`config.mk`:
```
export PLATFORM = sky130hd
export DESIGN_NAME = ilir_cell
export DESIGN_NICKNAME = d
export VERILOG_FILES = /design/src/sv/ilir_pkg.sv /design/src/sv/ilir_cell.sv
export SDC_FILE = /design/constraint.sdc
export NUM_CORES = 1
export LEC_CHECK = 0
export ABC_AREA = 1
export BUFFER_PORTS_ARGS = -buffer_cell sky130_fd_sc_hd__buf_2
export CORE_MARGIN = 5
export CORE_UTILIZATION = 41
export CTS_BUF_LIST = sky130_fd_sc_hd__clkbuf_8
export CTS_CLUSTER_SIZE = 14
export DETAILED_ROUTE_END_ITERATION = 6
export PLACE_DENSITY = 0.87
export SLEW_MARGIN = 20
export SYNTH_ARGS = -nofsm -noshare
export SYNTH_HDL_FRONTEND = slang
export SYNTH_SLANG_ARGS = --single-unit
```
`constraint.sdc`:
```
create_clock -name aclk -period 5.05 [get_ports aclk]
set_clock_uncertainty 0.05 [all_clocks]
set_input_delay 0.2525 -clock aclk [delete_from_list [all_inputs] [get_ports aclk]]
set_output_delay 0.2525 -clock aclk [all_outputs]
set_load 0.01 [all_outputs]
```
`src/sv/ilir_pkg.sv`:
```
// shared types, codes and sizing helpers for the indexed list insert/remove unit
// no dependencies; used by every module of the block
package ilir_pkg;

    localparam int CAPACITY_DEF = 256;
    localparam int POS_W        = 9;
    localparam int VAL_W        = 32;
    localparam int FUNC_W       = 2;
    localparam int ST_W         = 2;
    localparam int CNT_OUT_W    = 9;

    // request codes
    localparam logic [FUNC_W-1:0] FUNC_INSERT = 2'd0;
    localparam logic [FUNC_W-1:0] FUNC_REMOVE = 2'd1;
    localparam logic [FUNC_W-1:0] FUNC_READ   = 2'd2;
    localparam logic [FUNC_W-1:0] FUNC_WRITE  = 2'd3;

    // result status codes
    localparam logic [ST_W-1:0] ST_OK    = 2'd0;
    localparam logic [ST_W-1:0] ST_RANGE = 2'd1;
    localparam logic [ST_W-1:0] ST_FULL  = 2'd2;

    // broadcast from the control to every cell
    typedef struct packed {
        logic             insert_en;
        logic             remove_en;
        logic             write_en;
        logic [VAL_W-1:0] value;
    } cell_ctrl_t;

    // number of 4-way levels needed to reduce n leaves to one
    function automatic int tree_levels(input int n);
        int lv;
        int span;
        lv   = 1;
        span = 4;
        while (span < n) begin
            span = span * 4;
            lv   = lv + 1;
        end
        return lv;
    endfunction

endpackage

```
`src/sv/ilir_cell.sv`:
```
// one list entry cell: holds a value and takes from its neighbors on shifts
// depends on ilir_pkg (cell_ctrl_t)
module ilir_cell #(
    parameter int IW  = 9,
    parameter int IDX = 0
) (
    input  logic                        aclk,
    input  ilir_pkg::cell_ctrl_t        ctrl,
    input  logic [IW-1:0]               pos,
    input  logic [ilir_pkg::VAL_W-1:0]  left_data,
    input  logic [ilir_pkg::VAL_W-1:0]  right_data,
    output logic [ilir_pkg::VAL_W-1:0]  data,
    output logic                        hit
);

    localparam logic [IW-1:0] MY_POS = IW'(IDX);

    logic [ilir_pkg::VAL_W-1:0] data_reg;
    logic [ilir_pkg::VAL_W-1:0] data_next;

    // shift up above the insert point, down from the remove point; insert and write load the value at the point
    always_comb begin
        data_next = data_reg;
        if (ctrl.insert_en) begin
            if (MY_POS > pos) begin
                data_next = left_data;
            end else if (MY_POS == pos) begin
                data_next = ctrl.value;
            end
        end else if (ctrl.remove_en) begin
            if (MY_POS >= pos) begin
                data_next = right_data;
            end
        end else if (ctrl.write_en && (MY_POS == pos)) begin
            data_next = ctrl.value;
        end
    end

    always_ff @(posedge aclk) begin
        data_reg <= data_next;
    end

    assign data = data_reg;
    assign hit  = (MY_POS == pos);

endmodule

```
==> summary.md <==
| Metric | Value |
|---|---|
| Outcome | `complete, no violations` |
| Cell count after synthesis | `~150` |
| Diodes inserted | `0` |
| Met3 WL | `424 um` |
| WL met1 | `1300 um` |
| Flops & latches, synth | `32` |
| Setup slack after layout | `a little over 3 ns` |
| I/O pins | `142` |
| Synth area leaders | `edfxtp_1 (62%), nand2_1 (14%), nand3_1 (11%)` |
| HP Class | `in2reg` |
| WP data arrival | `1.89 ns` |
| Vias in the first global route | `1350` |
| Routed Antenna Nets | `0` |
| Clock root cell | `clkbuf_8` |
| Starting density of the core | `a little over two fifths` |
| Hold Path End | `data[21]` |
| Most frequent cells in the layout | `buf_2 (109), nand2_1 (60), nand3_1 (33)` |
| Synthesized cell area | `1560 um2` |
| Critical path depth | `6` |
| Largest net degree at the start of global routing | `35` |
| Max Slew Vio Count | `0` |
| Die width | `71.7 um` |
| Vias | `1414` |
| Largest register FFs | `32` |
| Met2 wire len | `~2100 um` |
| Row count | `22` |
| # resized after CTS | `0` |
| Cell type with the largest total area after synthesis | `edfxtp_1` |
| Area delta synth->final | `40.1%` |
| Post-CTS repair timing setup buffer count | `0` |
| Vias per inst | `4.59` |
| Critical Path, Cell by Cell | `buf_2, inv_1, nand2_1, nor2_1, nor3_4, buf_4` |
| Sequential share of the synthesized area | `61.6%` |
| TNS Setup | `0 ns` |
| All-Layer GR Usage | `14.8%` |
| Final Hold Vio Count | `0` |
| Cell depth of the worst hold path | `3` |
| First-pass GRT wire length | `5880 um` |
| Inserted Clock Buffers | `5` |
| Crit-path slowest cell | `buf_2` |
| Final min period | `between 1.5 and 2 ns` |
| CP Buf/Inv Count | `3` |
| Drt total wl | `3900 um` |
| Clk sink count | `32` |
| Layout cells sized above 1 | `48.8%` |
| Max Root-Sink Buffers | `2` |
| DIE HEIGHT | `71.7 um` |
| Pwr Density | `274 nW/um2` |
| Place WS | `2.73 ns` |
| Dpl hpwl | `2990 um` |
| Top cell type's share of synthesized area | `61.6%` |
| FMAX | `505 MHz` |
| Crit. End Element | `flip-flop` |
| CTS Hold Bufs | `0` |
| Port bufs | `roughly 110` |
| Critical path fanouts, max | `34` |
| Gr ovfl total | `0` |
| Routed length per instance | `12.7 um` |
| Worst path max stage delay | `about 0.53 ns` |
| Leak pwr | `~1.1 nW` |
| H-tree depth | `2` |
| Hold Crit Start | `ctrl[21]` |
| RSZ-0062 raised after global routing | `false` |
| Max-Slew Margin vs Limit | `54.5%` |
| Worst Setup Start Kind | `primary input` |
| Initial antenna violation count | `0` |
| Nets | `368` |
| CTS tree | `built` |
| Data required, critical path | `~5 ns` |
| Mean post-synth cell area | `10.3 um2` |
| Worst Max-Slew Pin Slew | `about 0.68 ns` |
| Final Setup Violations | `0` |
| Iter 0 DRT Violations | `between 80 and 90` |
| Remaining DRCs | `0` |
| Die area | `5140 um2` |
| Delay-heaviest family, CP | `buffers and inverters` |
| Max cap viols | `0` |
| Final period util | `39.2%` |
| Syn nets | `261` |
| Floorplan Core Area | `3660 um2` |
| Final RePlAce weighted congestion | `0.688` |
| Synth unique cells | `12` |
| First drt pass iteration count | `5` |
| DR top layer | `met4` |
| Most common cell after layout, fill and taps aside | `buf_2` |
| Ys Warns | `0` |
| Worst-path clk slew | `0.07 ns` |
| Min Hold Slack | `0.184 ns` |
| Max IR drop VDD | `0.218 mV` |
| Crit Path Class | `in2reg` |
power by group:
| part | internal [W] | total, W | switching [W] |
|---|---|---|---|
| clock | 0.000146 | 0.000237 | 0.0000911 |
| combinational | 0.0000327 | 0.0000678 | 0.0000350 |
| sequential | 0.000295 | 0.000295 | 0.0000000991 |
| total | 0.000473 | 0.000600 | 0.000126 |
through the flow:
stage | power, W | instances | util [%] | cell area, um2
final | 0.000600 | 308 | 59.7 | 2190
after global routing | 0.000626 | 308 | 59.7 | 2190
after CTS | 0.000607 | 308 | 59.7 | 2190
after detailed placement | 0.000369 | 300 | 56.7 | 2070
after global placement | 0.000366 | 300 | 56.7 | 2070
after floorplan | 0.000340 | 152 | - | 1560
worst max-delay path by stage:
stage	end	slack, ns	start
floorplan	data[0]	2.76	ctrl[33]
global placement	data[24]	2.77	ctrl[33]
detailed placement	data[27]	2.73	ctrl[33]
CTS	data[12]	3.03	ctrl[33]
global route	data[12]	2.87	ctrl[33]
finish	data[20]	3.07	ctrl[33]
synth_stat cells:
master     n
nand2_1   60
nand3_1   33
edfxtp_1  32
buf_6      6
nand2_2    6
nor2_1     6
buf_4      3
inv_1      2
buf_8      1
inv_4      1
nand2_8    1
nor3_2     1
cell type report:
class	count	area, um2
fill	329	1480
sequential	32	961
timing repair buffer	110	553
multi-input combinational	107	487
clock buffer	5	68.8
tap	48	60.1
clock inverter	3	42.5
inverter	3	13.8
layer usage:
layer / global-route usage, % / up-vias
li1: - / 726
met1: 14.1 / 614
met2: 28.7 / 70
met3: 6.17 / 4
met4: 4.38 / 0
met5: 0 / -
logic make-up after synthesis:
kind of cell           after synthesis  share of synthesized area, %
buffers and inverters               13                          7.62
DFF                                 32                          61.6
and+or+nand+nor                    107                          30.8
worst min-delay path, cell delays in order:
cell and delay [ns]:
buf_2 0.07, nand2_1 0.04, nand2_1 0.04
Note: power is estimated with default switching activity, not from simulation.
